==> src/rtl/fpa_pkg.sv <==
// Shared types, codes and the saturation helper of the fixed-point ALU.
`timescale 1ns / 1ps
`default_nettype none
package fpa_pkg;

   localparam int DATA_WIDTH_DEF = 32;
   localparam int FRAC_BITS_DEF  = 8;
   localparam int FIELD_W        = 32;
   localparam int KIND_W         = 4;
   localparam int WIDE_W         = 72;

   typedef enum logic [KIND_W-1:0] {
      KIND_ADD      = 4'd0,
      KIND_SUB      = 4'd1,
      KIND_MUL      = 4'd2,
      KIND_DIV      = 4'd3,
      KIND_MIN      = 4'd4,
      KIND_MAX      = 4'd5,
      KIND_INC      = 4'd6,
      KIND_DEC      = 4'd7,
      KIND_FROM_INT = 4'd8,
      KIND_TO_INT   = 4'd9
   } kind_type;

   // Per-item control and partial results that ride along the pipeline
   typedef struct packed {
      logic [KIND_W-1:0]  kind;
      logic [FIELD_W-1:0] res;
      logic               ovf;
      logic               dbz;
      logic               less;
      logic               equal;
      logic               greater;
      logic               neg;
   } side_type;

   typedef struct packed {
      logic [FIELD_W-1:0] val;
      logic               ovf;
   } sat_type;

   // Clamp a wide signed value to a w-bit signed range, sign-extended to the field
   function automatic sat_type sat_to_width(input logic signed [WIDE_W-1:0] v,
                                            input int w);
      logic signed [WIDE_W-1:0] hi;
      logic signed [WIDE_W-1:0] lo;
      sat_type s;
      hi = (72'sd1 <<< (w - 1)) - 72'sd1;
      lo = -hi - 72'sd1;
      if (v > hi) begin
         s.val = hi[FIELD_W-1:0];
         s.ovf = 1'b1;
      end else if (v < lo) begin
         s.val = lo[FIELD_W-1:0];
         s.ovf = 1'b1;
      end else begin
         s.val = v[FIELD_W-1:0];
         s.ovf = 1'b0;
      end
      return s;
   endfunction

endpackage
`default_nettype wire

==> src/rtl/fpa_finish.sv <==
// Output stage: sign and saturate the quotient, hold the result item.
`timescale 1ns / 1ps
`default_nettype none
module fpa_finish #(
   parameter int DATA_WIDTH = 32,
   parameter int NUM_W      = 42
) (
   input  wire logic              clock,
   input  wire logic              reset,
   input  wire logic              up_valid,
   output      logic              up_ready,
   input  wire fpa_pkg::side_type up_side,
   input  wire logic [NUM_W-1:0]  up_quot,
   output      logic              dn_valid,
   input  wire logic              dn_ready,
   output      logic [31:0]       dn_result_value,
   output      logic              dn_overflow,
   output      logic              dn_divide_by_zero,
   output      logic              dn_less,
   output      logic              dn_equal,
   output      logic              dn_greater
);
   import fpa_pkg::*;

   logic signed [WIDE_W-1:0] mag_x;
   sat_type                  sat_c;
   side_type                 side_c;

   logic                     valid_ff;
   side_type                 side_ff;

   assign mag_x = signed'(WIDE_W'(up_quot));
   assign sat_c = sat_to_width(up_side.neg ? -mag_x : mag_x, DATA_WIDTH);

   // Drop the quotient in for a division with a nonzero divisor
   always_comb begin
      side_c = up_side;
      if (kind_type'(up_side.kind) == KIND_DIV && !up_side.dbz) begin
         side_c.res = sat_c.val;
         side_c.ovf = sat_c.ovf;
      end
   end

   assign up_ready = !valid_ff || dn_ready;

   always_ff @(posedge clock) begin
      if (reset) begin
         valid_ff <= 1'b0;
      end else if (up_ready) begin
         valid_ff <= up_valid;
      end
   end

   always_ff @(posedge clock) begin
      if (up_valid && up_ready) begin
         side_ff <= side_c;
      end
   end

   assign dn_valid          = valid_ff;
   assign dn_result_value   = side_ff.res;
   assign dn_overflow       = side_ff.ovf;
   assign dn_divide_by_zero = side_ff.dbz;
   assign dn_less           = side_ff.less;
   assign dn_equal          = side_ff.equal;
   assign dn_greater        = side_ff.greater;
endmodule
`default_nettype wire

==> config.mk <==
export PLATFORM = sky130hd
export DESIGN_NAME = fpa_finish
export DESIGN_NICKNAME = d
export VERILOG_FILES = /design/src/rtl/fpa_pkg.sv /design/src/rtl/fpa_finish.sv
export SDC_FILE = /design/constraint.sdc
export NUM_CORES = 1
export LEC_CHECK = 0
export BUFFER_PORTS_ARGS = -buffer_cell sky130_fd_sc_hd__buf_2
export CORE_MARGIN = 8
export CORE_UTILIZATION = 44
export DETAILED_ROUTE_END_ITERATION = 10
export GPL_TIMING_DRIVEN = 0
export PLACE_DENSITY = 0.85
export SLEW_MARGIN = 20
export SYNTH_ARGS = -nofsm -noshare
export SYNTH_HDL_FRONTEND = slang
export SYNTH_SLANG_ARGS = --single-unit
==> constraint.sdc <==
create_clock -name clock -period 3.03 [get_ports clock]
set_clock_uncertainty 0.05 [all_clocks]
set_input_delay 0.303 -clock clock [delete_from_list [all_inputs] [get_ports clock]]
set_output_delay 0.303 -clock clock [all_outputs]
set_load 0.1 [all_outputs]
Yosys cells after proc, flatten, opt, wreduce, memory -nomap -nowiden
Index checks and enable logic that the tools add are counted.
{"block": "totals", "ff_bits": 38, "inputBits": 88, "elab_cells": 20, "out_inout_bits": 39}
{"block": "op_classes", "magnitude_cmp": 2, "n_mux": 4, "eq_ne": 1, "addsub": 1, "n_reduce_logical": 5}
{"operator": "two-way mux 33 bit", "count": 3}
{"operator": "> comparator 72 x 32 -> 1 bit, second input constant", "count": 1}
{"operator": "< comparator 72 x 32 -> 1 bit, second input constant", "count": 1}
{"operator": "two-way mux 72 bit", "count": 1}
{"operator": "negator 42 -> 72 bit", "count": 1}
{"operator": "== test 4 x 2 -> 1 bit, second input constant", "count": 1}
{"operator": "logical AND 1 bit", "count": 2}
{"operator": "logical NOT 1 bit", "count": 2}
{"operator": "logical OR 1 bit", "count": 1}

Logic depth before layout (Yosys ltp)
Gate-level depths: netlist of the first run.
{"block": "depth", "ltp_word": 6, "ltp_mapped": 10}

Worst setup path after synthesis of the first run
No wires, ideal clock.
{"block": "synth_path", "path_type": "in2reg", "startpoint": "in up_quot[13]", "endpoint": "reg side_ff, in the netlist dn_result_value[0], data pin", "n_path_buf": 2, "t_arrival_ns": 3.007, "required_ns": 2.711, "cell_stages": 9, "path_slack_ns": -0.296, "path_cell_list": "or4_1 -> clkbuf_1 -> or4_4 -> or4_4 -> mux2_2 -> a32oi_1 -> nor4_4 -> buf_6 -> o22ai_1"}
{"item": "from (decl)", "line_no": "fpa_finish.sv:13", "source": "input wire logic [NUM_W-1:0] up_quot,"}
{"item": "to (signal assigned)", "line_no": "fpa_finish.sv:56", "source": "side_ff <= side_c;"}
{"item": "to (decl)", "line_no": "fpa_finish.sv:30", "source": "side_type side_ff;"}

==> impl_metrics.env, run 1 <==
export IMPL_cp_data_arrival_time_ns=3.18
export IMPL_crit_family="simple AND/OR/NAND/NOR gates"
export IMPL_portBuffers=125
export IMPL_status="finished with violations"
export IMPL_layout_nets=577
export IMPL_holdBufCountCts=0
export IMPL_drv_slew=0
export IMPL_cp_required_ns=3.02
export IMPL_drcViolationCount=0
export IMPL_synth_edf_count=37
export IMPL_num_vias=3519
export IMPL_p_leak_uw=0.001605
export IMPL_pin_count=127
export IMPL_power_switching_uw=640.9
export IMPL_synth_largest_area_cell="edfxtp_1"
export IMPL_cts_buffers=5
export IMPL_crit_fanout=5
export IMPL_cts_root_buffer="clkbuf_8"
export IMPL_grt_max_degree=35
export IMPL_synth_flop_cell="edfxtp_1"
export IMPL_area_growth_pct=41.10
export IMPL_drtAntennaViolNets=0
export IMPL_path_buf_inv=3
export IMPL_clk_latency_ns=0.28
export IMPL_detail_route_wl_per_cell_um=19.50
export IMPL_fp_coreArea_um2=6719
export IMPL_dp_hpwl_um=7976
export IMPL_relSlewSlack_pct=37.78
export IMPL_worstHoldStart="reset"
export IMPL_clock_sinks=38
export IMPL_p_total_uw=1621
export IMPL_r2r_slack_ns=1.80
export IMPL_ys_ff_latch=38
export IMPL_hold_slack_ns=0.1210
export IMPL_grt_use_total_pct=20.99
export IMPL_tritoncts="done"
export IMPL_worstMarginPinSlew_ns=0.9248
export IMPL_power_internal_uw=980.4
export IMPL_pwr_share_seq_pct=38.8
export IMPL_num_rows=30
export IMPL_synth_area_um2=3035
export IMPL_clockPowerShare_pct=22.9
export IMPL_crit_path_frequent_cell="or4_4"
export IMPL_ys_types=52
export IMPL_power_density_nw_per_um2=378.6
export IMPL_path_class="in2reg"
export IMPL_die_w_um=99.06
export IMPL_hold_violations=0
export IMPL_viasPerCell=6.185
export IMPL_grt_pass1_vias=3460
export IMPL_avgSynthCellArea_um2=8.954
export IMPL_rsz0062_at_grt="yes"
export IMPL_yosysTopAreaCellShare_pct=36.60
export IMPL_die_area_um2=9813
export IMPL_switching_share_pct=39.53
export IMPL_place_gp_congestion=0.8945
export IMPL_antenna_found_initial=0
export IMPL_maxCapViolCount=0
export IMPL_violations="setup timing"
export IMPL_crit_path_max_incr_delay_ns=0.59
export IMPL_synth_area_leaders="edfxtp_1 (37%), o21ai_0 (12%), xnor2_1 (8.7%)"
export IMPL_routed_wl_um=11100
export IMPL_hp_class="in2reg"
export IMPL_period_share_pct=105.4
export IMPL_detail_route_iter0_violations=303
export IMPL_setup_viol_count_final=32
export IMPL_layout_setup_ws_ns=-0.1626
export IMPL_fill_cells=542
export IMPL_min_period_ns=3.193
export IMPL_antennaDiodeCount=0
export IMPL_die_h_um=99.06
export IMPL_syn_nets=428
export IMPL_yosysSeqAreaShare_pct=37.26
export IMPL_irDropWorstVdd_uv=178.3
export IMPL_grt_pass1_wl_um=16740
export IMPL_setup_worst_path_start_class="input pin"
export IMPL_drive_above_1_share_pct=41.92
export IMPL_end_kind="flop"
export IMPL_async_flop_share_pct=0
export IMPL_clk_path_buf_depth=2
export IMPL_crit_chain="buf_6 > or4_4 > or4_4 > or4_4 > mux2_4 > a32oi_2 > nor4_4 > buf_4 > buf_6 > o22ai_2"
export IMPL_yosys_top_cells_count="o21ai_0 (73), edfxtp_1 (37), o22ai_1 (32), xnor2_1 (30), clkbuf_1 (21)"
export IMPL_critPathLaunch="up_quot[1]"
export IMPL_yosysMostFrequentCell="o21ai_0"
export IMPL_initial_utilization_pct=45.18
export IMPL_comb_power_share_pct=38.4
export IMPL_fmax_ghz=0.3132
export IMPL_yosysWarnings=0
export IMPL_h_tree_depth=2
export IMPL_synthCells=339
export IMPL_clkTransAtPathRegs_ns=0.08
export IMPL_crit_slowest_cell="or4_4"
export IMPL_r2r_start="dn_valid$_SDFFE_PP0N_"
export IMPL_grt_remaining_overflow=0
export IMPL_firstDrtPassIters=5
==> repair_timing <==
item	CTS	global route
buffers inserted	6	9
resized for setup	39	17
gates cloned	2	1
pin swaps	5	7
endpoints found under the setup margin	33	33
==> placed cells by master, fill, tap and decap left out, types with 5 or more instances in the layout <==
cell type | netlist | final
o22ai_1 | 32 | 17
o41ai_1 | 6 | 5
o22ai_2 | 0 | 15
clkbuf_1 | 21 | 18
or4_1 | 12 | 7
a21oi_1 | 5 | 5
edfxtp_1 | 37 | 37
inv_1 | 5 | 5
buf_4 | 0 | 16
o31ai_1 | 12 | 11
clkbuf_8 | 0 | 6
o21ai_0 | 73 | 73
nand2_1 | 15 | 15
xnor2_1 | 30 | 30
nand2b_1 | 9 | 8
nor4_1 | 7 | 7
or4_4 | 4 | 9
nor2_1 | 5 | 5
buf_6 | 3 | 10
or2_2 | 5 | 5
nor3_1 | 7 | 7
buf_2 | 1 | 122
==> layer usage <==
layer  share of wire (%)  up-vias  GRT usage (%)
met5                   0        -              0
met4                 2.7        0          8.498
met3                 8.6       34          4.369
met2                  50      207          36.69
met1                  39     1644          24.35
li1                    -     1634              -
==> through the flow <==
step / area, um^2 / util (%) / worst slack (ns) / cells / TNS [ns]
finish: 4283 / 63.74 / -0.1626 / 569 / -4.431
global route: 4283 / 63.74 / -0.2201 / 569 / -6.379
CTS: 4141 / 61.64 / -0.2109 / 560 / -6.078
detailed placement: 3801 / 56.57 / -0.9729 / 545 / -28.93
global placement: 3780 / 56.26 / -0.9160 / 544 / -28.05
floorplan: 3054 / - / -0.2439 / 339 / -7.637
==> path summary, 6_finish.rpt <==
path	cells after the start	to
max	10	dn_result_value[6]$_DFFE_PP_
min	2	dn_valid$_SDFFE_PP0N_
max reg2reg	3	dn_result_value[19]$_DFFE_PP_
min reg2reg	2	dn_valid$_SDFFE_PP0N_
==> flip-flops by register name, indices dropped and copies added, names as in the netlist <==
| name | count |
|---|---|
| dn_divide_by_zero | 1 |
| dn_less | 1 |
| dn_equal | 1 |
| dn_greater | 1 |
| dn_result_value | 32 |
| dn_overflow | 1 |
| dn_valid | 1 |
==> cell families after synthesis <==
family                     count (synthesis)  synth area share, %
adders and majority gates                  1               0.4121
AOI/OAI and AO/OA                        146                29.10
buffers and inverters                     32                4.740
DFF                                       38                37.26
and+or+nand+nor                           88                18.55
xor gates and xnor gates                  32                9.233
muxes                                      2               0.7007
==> power by group through the flow <==
stage	Combinational [uW]	Sequential [uW]	Clock [uW]
2_1_floorplan	169	892	0
3_5_place_dp	576	640	0
3_3_place_gp	561	641	0
5_1_grt	654	632	390
4_1_cts	603	629	369
6_report	622	628	371
==> layout make-up <==
class | count | area [um^2] | share of cell area (%)
inverter | 5 | 18.77 | 0.4382
tap | 80 | 100.1 | 2.337
timing repair buffer | 144 | 813.3 | 18.99
clock buffer | 8 | 90.09 | 2.103
multi-input combinational | 269 | 1998 | 46.66
sequential | 38 | 1131 | 26.41
buffer | 25 | 131.4 | 3.067
No activity file was read; power rests on OpenSTA's default activity.
==> run 2, diff against run 1 <==
- PLACE_DENSITY: 0.85 -> default
- PLACE_DENSITY_LB_ADDON: default -> 0.2
==> impl_metrics.env, run 2 (same netlist as run 1, synthesis figures left out) <==
export IMPL_violations="setup timing"
export IMPL_hp_class="in2reg"
export IMPL_portBuffers=125
export IMPL_hold_violations=0
export IMPL_clkTransAtPathRegs_ns=0.07
export IMPL_min_period_ns=3.247
export IMPL_crit_path_frequent_cell="or4_4"
export IMPL_holdBufCountCts=0
export IMPL_fmax_ghz=0.3080
export IMPL_drtAntennaViolNets=0
export IMPL_setup_worst_path_start_class="input pin"
export IMPL_detail_route_iter0_violations=169
export IMPL_end_kind="flop"
export IMPL_die_w_um=99.06
export IMPL_antenna_found_initial=0
export IMPL_initial_utilization_pct=45.18
export IMPL_layout_nets=572
export IMPL_p_total_uw=1564
export IMPL_area_growth_pct=39.53
export IMPL_irDropWorstVdd_uv=163.5
export IMPL_crit_chain="buf_8 > or4_4 > or4_4 > or4_4 > o41ai_4 > a32oi_4 > nor4_4 > buf_6 > clkbuf_16 > o22ai_2"
export IMPL_setup_viol_count_final=32
export IMPL_clock_sinks=38
export IMPL_clk_path_buf_depth=2
export IMPL_cp_data_arrival_time_ns=3.24
export IMPL_rsz0062_at_grt="yes"
export IMPL_period_share_pct=107.2
export IMPL_clk_latency_ns=0.29
export IMPL_dp_hpwl_um=7670
export IMPL_hold_slack_ns=0.1005
export IMPL_crit_family="simple AND/OR/NAND/NOR gates"
export IMPL_firstDrtPassIters=5
export IMPL_p_leak_uw=0.001580
export IMPL_power_density_nw_per_um2=369.3
export IMPL_viasPerCell=5.970
export IMPL_antennaDiodeCount=0
export IMPL_fin_util_pct=63.04
export IMPL_crit_slowest_cell="or4_4"
export IMPL_die_h_um=99.06
export IMPL_status="finished with violations"
export IMPL_path_buf_inv=3
export IMPL_routed_wl_um=10350
export IMPL_crit_path_max_incr_delay_ns=0.61
export IMPL_dp_worst_setup_slack_ns=-1.004
export IMPL_cts_root_buffer="clkbuf_8"
export IMPL_cts_buffers=5
export IMPL_layout_setup_ws_ns=-0.2167
export IMPL_grt_pass1_wl_um=16130
export IMPL_num_rows=30
export IMPL_layout_commonest_cell="buf_2"
export IMPL_relSlewSlack_pct=43.99
export IMPL_num_vias=3355
export IMPL_detail_route_wl_per_cell_um=18.42
export IMPL_fp_coreArea_um2=6719
export IMPL_drive_above_1_share_pct=41.29
export IMPL_drcViolationCount=0
export IMPL_grt_remaining_overflow=0
export IMPL_die_area_um2=9813
export IMPL_grt_pass1_vias=3356
export IMPL_maxCapViolCount=0
export IMPL_drv_slew=0
export IMPL_tritoncts="done"
export IMPL_largest_reg_flops=32
export IMPL_worstMarginPinSlew_ns=0.8325
export IMPL_grt_max_degree=30
export IMPL_mostFrequentLayoutCells="buf_2 (124), o21ai_0 (73), edfxtp_1 (37)"
export IMPL_crit_fanout=6
export IMPL_pin_count=127
export IMPL_path_class="in2reg"
export IMPL_h_tree_depth=2
export IMPL_place_gp_congestion=0.8878
export IMPL_cp_required_ns=3.02
export IMPL_grt_use_total_pct=20.20
export IMPL_fin_setup_tns_ns=-6.360
## run 2: changes by cell type in the layout (fill, tap and decap cells not counted), moves of 2 or more
cell      before  now
buf_8          0    3
buf_4         16   10
o22ai_2       15   18
buf_6         10    6
o22ai_1       17   14
clkbuf_1      18   16
buf_2        122  124
## run 2: cell type report
type | instances | area [um^2]
Clock buffer | 5 | 68.82
Clock inverter | 1 | 3.754
Inverter | 5 | 18.77
Multi-Input combinational cell | 269 | 1984
Buffer | 25 | 131.4
Sequential cell | 38 | 1131
Timing Repair Buffer | 139 | 797.0
Tap cell | 80 | 100.1
Fill cell | 604 | 2484
## run 2: per-layer routing
| metal | global-route usage (%) | vias to the layer above | share of wire [%] |
|---|---|---|---|
| met3 | 4.440 | 12 | 7.4 |
| met1 | 24.49 | 1564 | 42 |
| li1 | - | 1629 | - |
| met5 | 0 | - | 0 |
| met2 | 34.62 | 150 | 49 |
| met4 | 6.403 | 0 | 1.4 |
## run 2: repair_timing
action                                  CTS  global route
gates resized for setup                  28            26
pin swaps                                 4             5
gates cloned                              1             1
setup buffers                             6             5
endpoints found under the setup margin   33            33
## run 2: report_power, final
group          switching, uW  total [uW]  internal [uW]
clock                    173         323            150
combinational            441         613            172
sequential              7.05         628            621
total                    621        1560            943
## run 2: worst paths after layout
| kind | startpoint | endpoint | slack (ns) | cells past startpoint |
|---|---|---|---|---|
| max | up_quot[0] | dn_result_value[24]$_DFFE_PP_ | -0.22 | 10 |
| min | reset | dn_valid$_SDFFE_PP0N_ | 0.10 | 2 |
| max reg2reg | dn_valid$_SDFFE_PP0N_ | dn_result_value[10]$_DFFE_PP_ | 1.72 | 3 |
| min reg2reg | dn_valid$_SDFFE_PP0N_ | dn_valid$_SDFFE_PP0N_ | 0.44 | 2 |
## run 2: per-stage QoR
step / cell area (um^2) / std cells
6_report: 4235 / 562
3_5_place_dp: 3801 / 545
3_3_place_gp: 3780 / 544
2_1_floorplan: 3054 / 339
4_1_cts: 4059 / 557
5_1_grt: 4235 / 562
==> run 3, diff against run 2 <==
- MAX_ROUTING_LAYER: default -> met4
==> impl_metrics.env, run 3 (same netlist as run 1, synthesis figures left out) <==
export IMPL_setup_viol_count_final=32
export IMPL_p_leak_uw=0.001533
export IMPL_cp_required_ns=3.01
export IMPL_crit_fanout=7
export IMPL_period_share_pct=107.3
export IMPL_multi_input_area_um2=1939
export IMPL_drtAntennaViolNets=0
export IMPL_power_internal_uw=939.6
export IMPL_seq_area_um2=1131
export IMPL_path_class="in2reg"
export IMPL_h_tree_depth=2
export IMPL_largest_reg_flops=32
export IMPL_crit_path_max_incr_delay_ns=0.55
export IMPL_drive_above_1_share_pct=39.20
export IMPL_crit_family="simple AND/OR/NAND/NOR gates"
export IMPL_fill_cells=617
export IMPL_fp_coreArea_um2=6719
export IMPL_busiest_layer="met2"
export IMPL_maxCapViolCount=0
export IMPL_die_area_um2=9813
export IMPL_layout_setup_ws_ns=-0.2207
export IMPL_fmax_ghz=0.3076
export IMPL_routed_wl_um=9957
export IMPL_setup_worst_path_start_class="input pin"
export IMPL_relSlewSlack_pct=43.41
export IMPL_worstMarginPinSlew_ns=0.8412
export IMPL_crit_chain="buf_6 > or4_4 > buf_8 > or4_4 > or4_4 > o41ai_4 > a32oi_4 > nor4_4 > buf_4 > buf_6 > o22ai_1"
export IMPL_gr_usage_met2_pct=33.89
export IMPL_die_w_um=99.06
export IMPL_tritoncts="done"
export IMPL_drv_slew=0
export IMPL_clk_latency_ns=0.29
export IMPL_dp_hpwl_um=7654
export IMPL_irDropWorstVdd_uv=150.6
export IMPL_grt_use_met3_pct=3.594
export IMPL_firstDrtPassIters=5
export IMPL_fin_util_pct=61.43
export IMPL_clk_path_buf_depth=2
export IMPL_viasPerCell=5.996
export IMPL_violations="setup timing"
export IMPL_layout_nets=567
export IMPL_layout_commonest_cell="buf_2"
export IMPL_drcViolationCount=0
export IMPL_num_vias=3340
export IMPL_hp_class="in2reg"
export IMPL_fin_setup_tns_ns=-6.541
export IMPL_power_density_nw_per_um2=377.0
export IMPL_comb_power_share_pct=38.8
export IMPL_power_switching_uw=616.6
export IMPL_grt_use_total_pct=20.44
export IMPL_cts_buffers=5
export IMPL_grt_pass1_vias=3376
export IMPL_die_h_um=99.06
export IMPL_crit_slowest_cell="or4_4"
export IMPL_min_period_ns=3.251
export IMPL_grt_remaining_overflow=0
export IMPL_cp_data_arrival_time_ns=3.23
export IMPL_num_rows=30
export IMPL_grt_max_degree=30
export IMPL_met1_usage_pct=25.37
export IMPL_dp_worst_setup_slack_ns=-0.9686
export IMPL_mostFrequentLayoutCells="buf_2 (123), o21ai_0 (73), edfxtp_1 (37)"
export IMPL_end_kind="flop"
export IMPL_antennaDiodeCount=0
export IMPL_antenna_found_initial=0
export IMPL_portBuffers=125
export IMPL_path_buf_inv=4
export IMPL_hold_violations=0
export IMPL_place_gp_congestion=0.9018
export IMPL_detail_route_iter0_violations=170
export IMPL_pin_count=127
export IMPL_switching_share_pct=39.62
export IMPL_area_growth_pct=35.99
export IMPL_cts_root_buffer="clkbuf_8"
export IMPL_clock_sinks=38
export IMPL_pwr_share_seq_pct=40.4
export IMPL_rsz0062_at_grt="yes"
export IMPL_crit_path_frequent_cell="or4_4"
export IMPL_detail_route_wl_per_cell_um=17.88
export IMPL_status="finished with violations"
export IMPL_hold_slack_ns=0.1088
export IMPL_p_total_uw=1556
export IMPL_clkTransAtPathRegs_ns=0.07
export IMPL_grt_pass1_wl_um=16220
export IMPL_initial_utilization_pct=45.18
export IMPL_clockPowerShare_pct=20.8
run 3: what timing repair did:
item,4_1_cts,5_1_grt
setup endpoints to repair,33,33
hold buffers,0,0
cloned,1,0
pin swaps,5,3
buffers inserted,5,1
resized for setup,29,15
run 3: stage by stage:
step                      cells  cell area (um^2)
after floorplan             339              3054
after global placement      544              3780
after detailed placement    545              3801
after CTS                   556              4060
after global routing        557              4128
final                       557              4128
run 3: power groups by stage:
stage	Clock, uW	Combinational, uW	Sequential, uW
finish	324	604	628
global route	344	640	631
CTS	324	594	628
detailed placement	0	574	640
global placement	0	562	641
floorplan	0	169	892
run 3: path summary, 6_finish.rpt:
check,start,depth (start not counted),to,slack (ns)
setup reg to reg,dn_valid$_SDFFE_PP0N_,3,dn_result_value[10]$_DFFE_PP_,1.73
setup / recovery,up_quot[13],11,dn_result_value[26]$_DFFE_PP_,-0.22
hold reg to reg,dn_valid$_SDFFE_PP0N_,2,dn_valid$_SDFFE_PP0N_,0.44
hold / removal,reset,2,dn_valid$_SDFFE_PP0N_,0.11
run 3: layout make-up:
| type | count | area share (%) |
|---|---|---|
| well taps | 80 | 2.425 |
| plain buffers | 26 | 3.425 |
| clock buffers | 5 | 1.667 |
| flip-flops and latches | 38 | 27.40 |
| repair buffers | 133 | 17.55 |
| clock inverters | 1 | 0.09094 |
| multi-input cells | 269 | 46.98 |
| inverters | 5 | 0.4547 |
run 3: worst register-to-register path, stage by stage, from the launching register on:
cell      delay (ns)
dfxtp_1         0.32
nand2b_2        0.07
and2_2          0.31
buf_12          0.24
run 3: per-layer routing:
layer	vias to the layer above	routed length, um
met5	-	0
met4	0	80
met3	8	707
met2	129	4769
met1	1588	4399
li1	1615	-
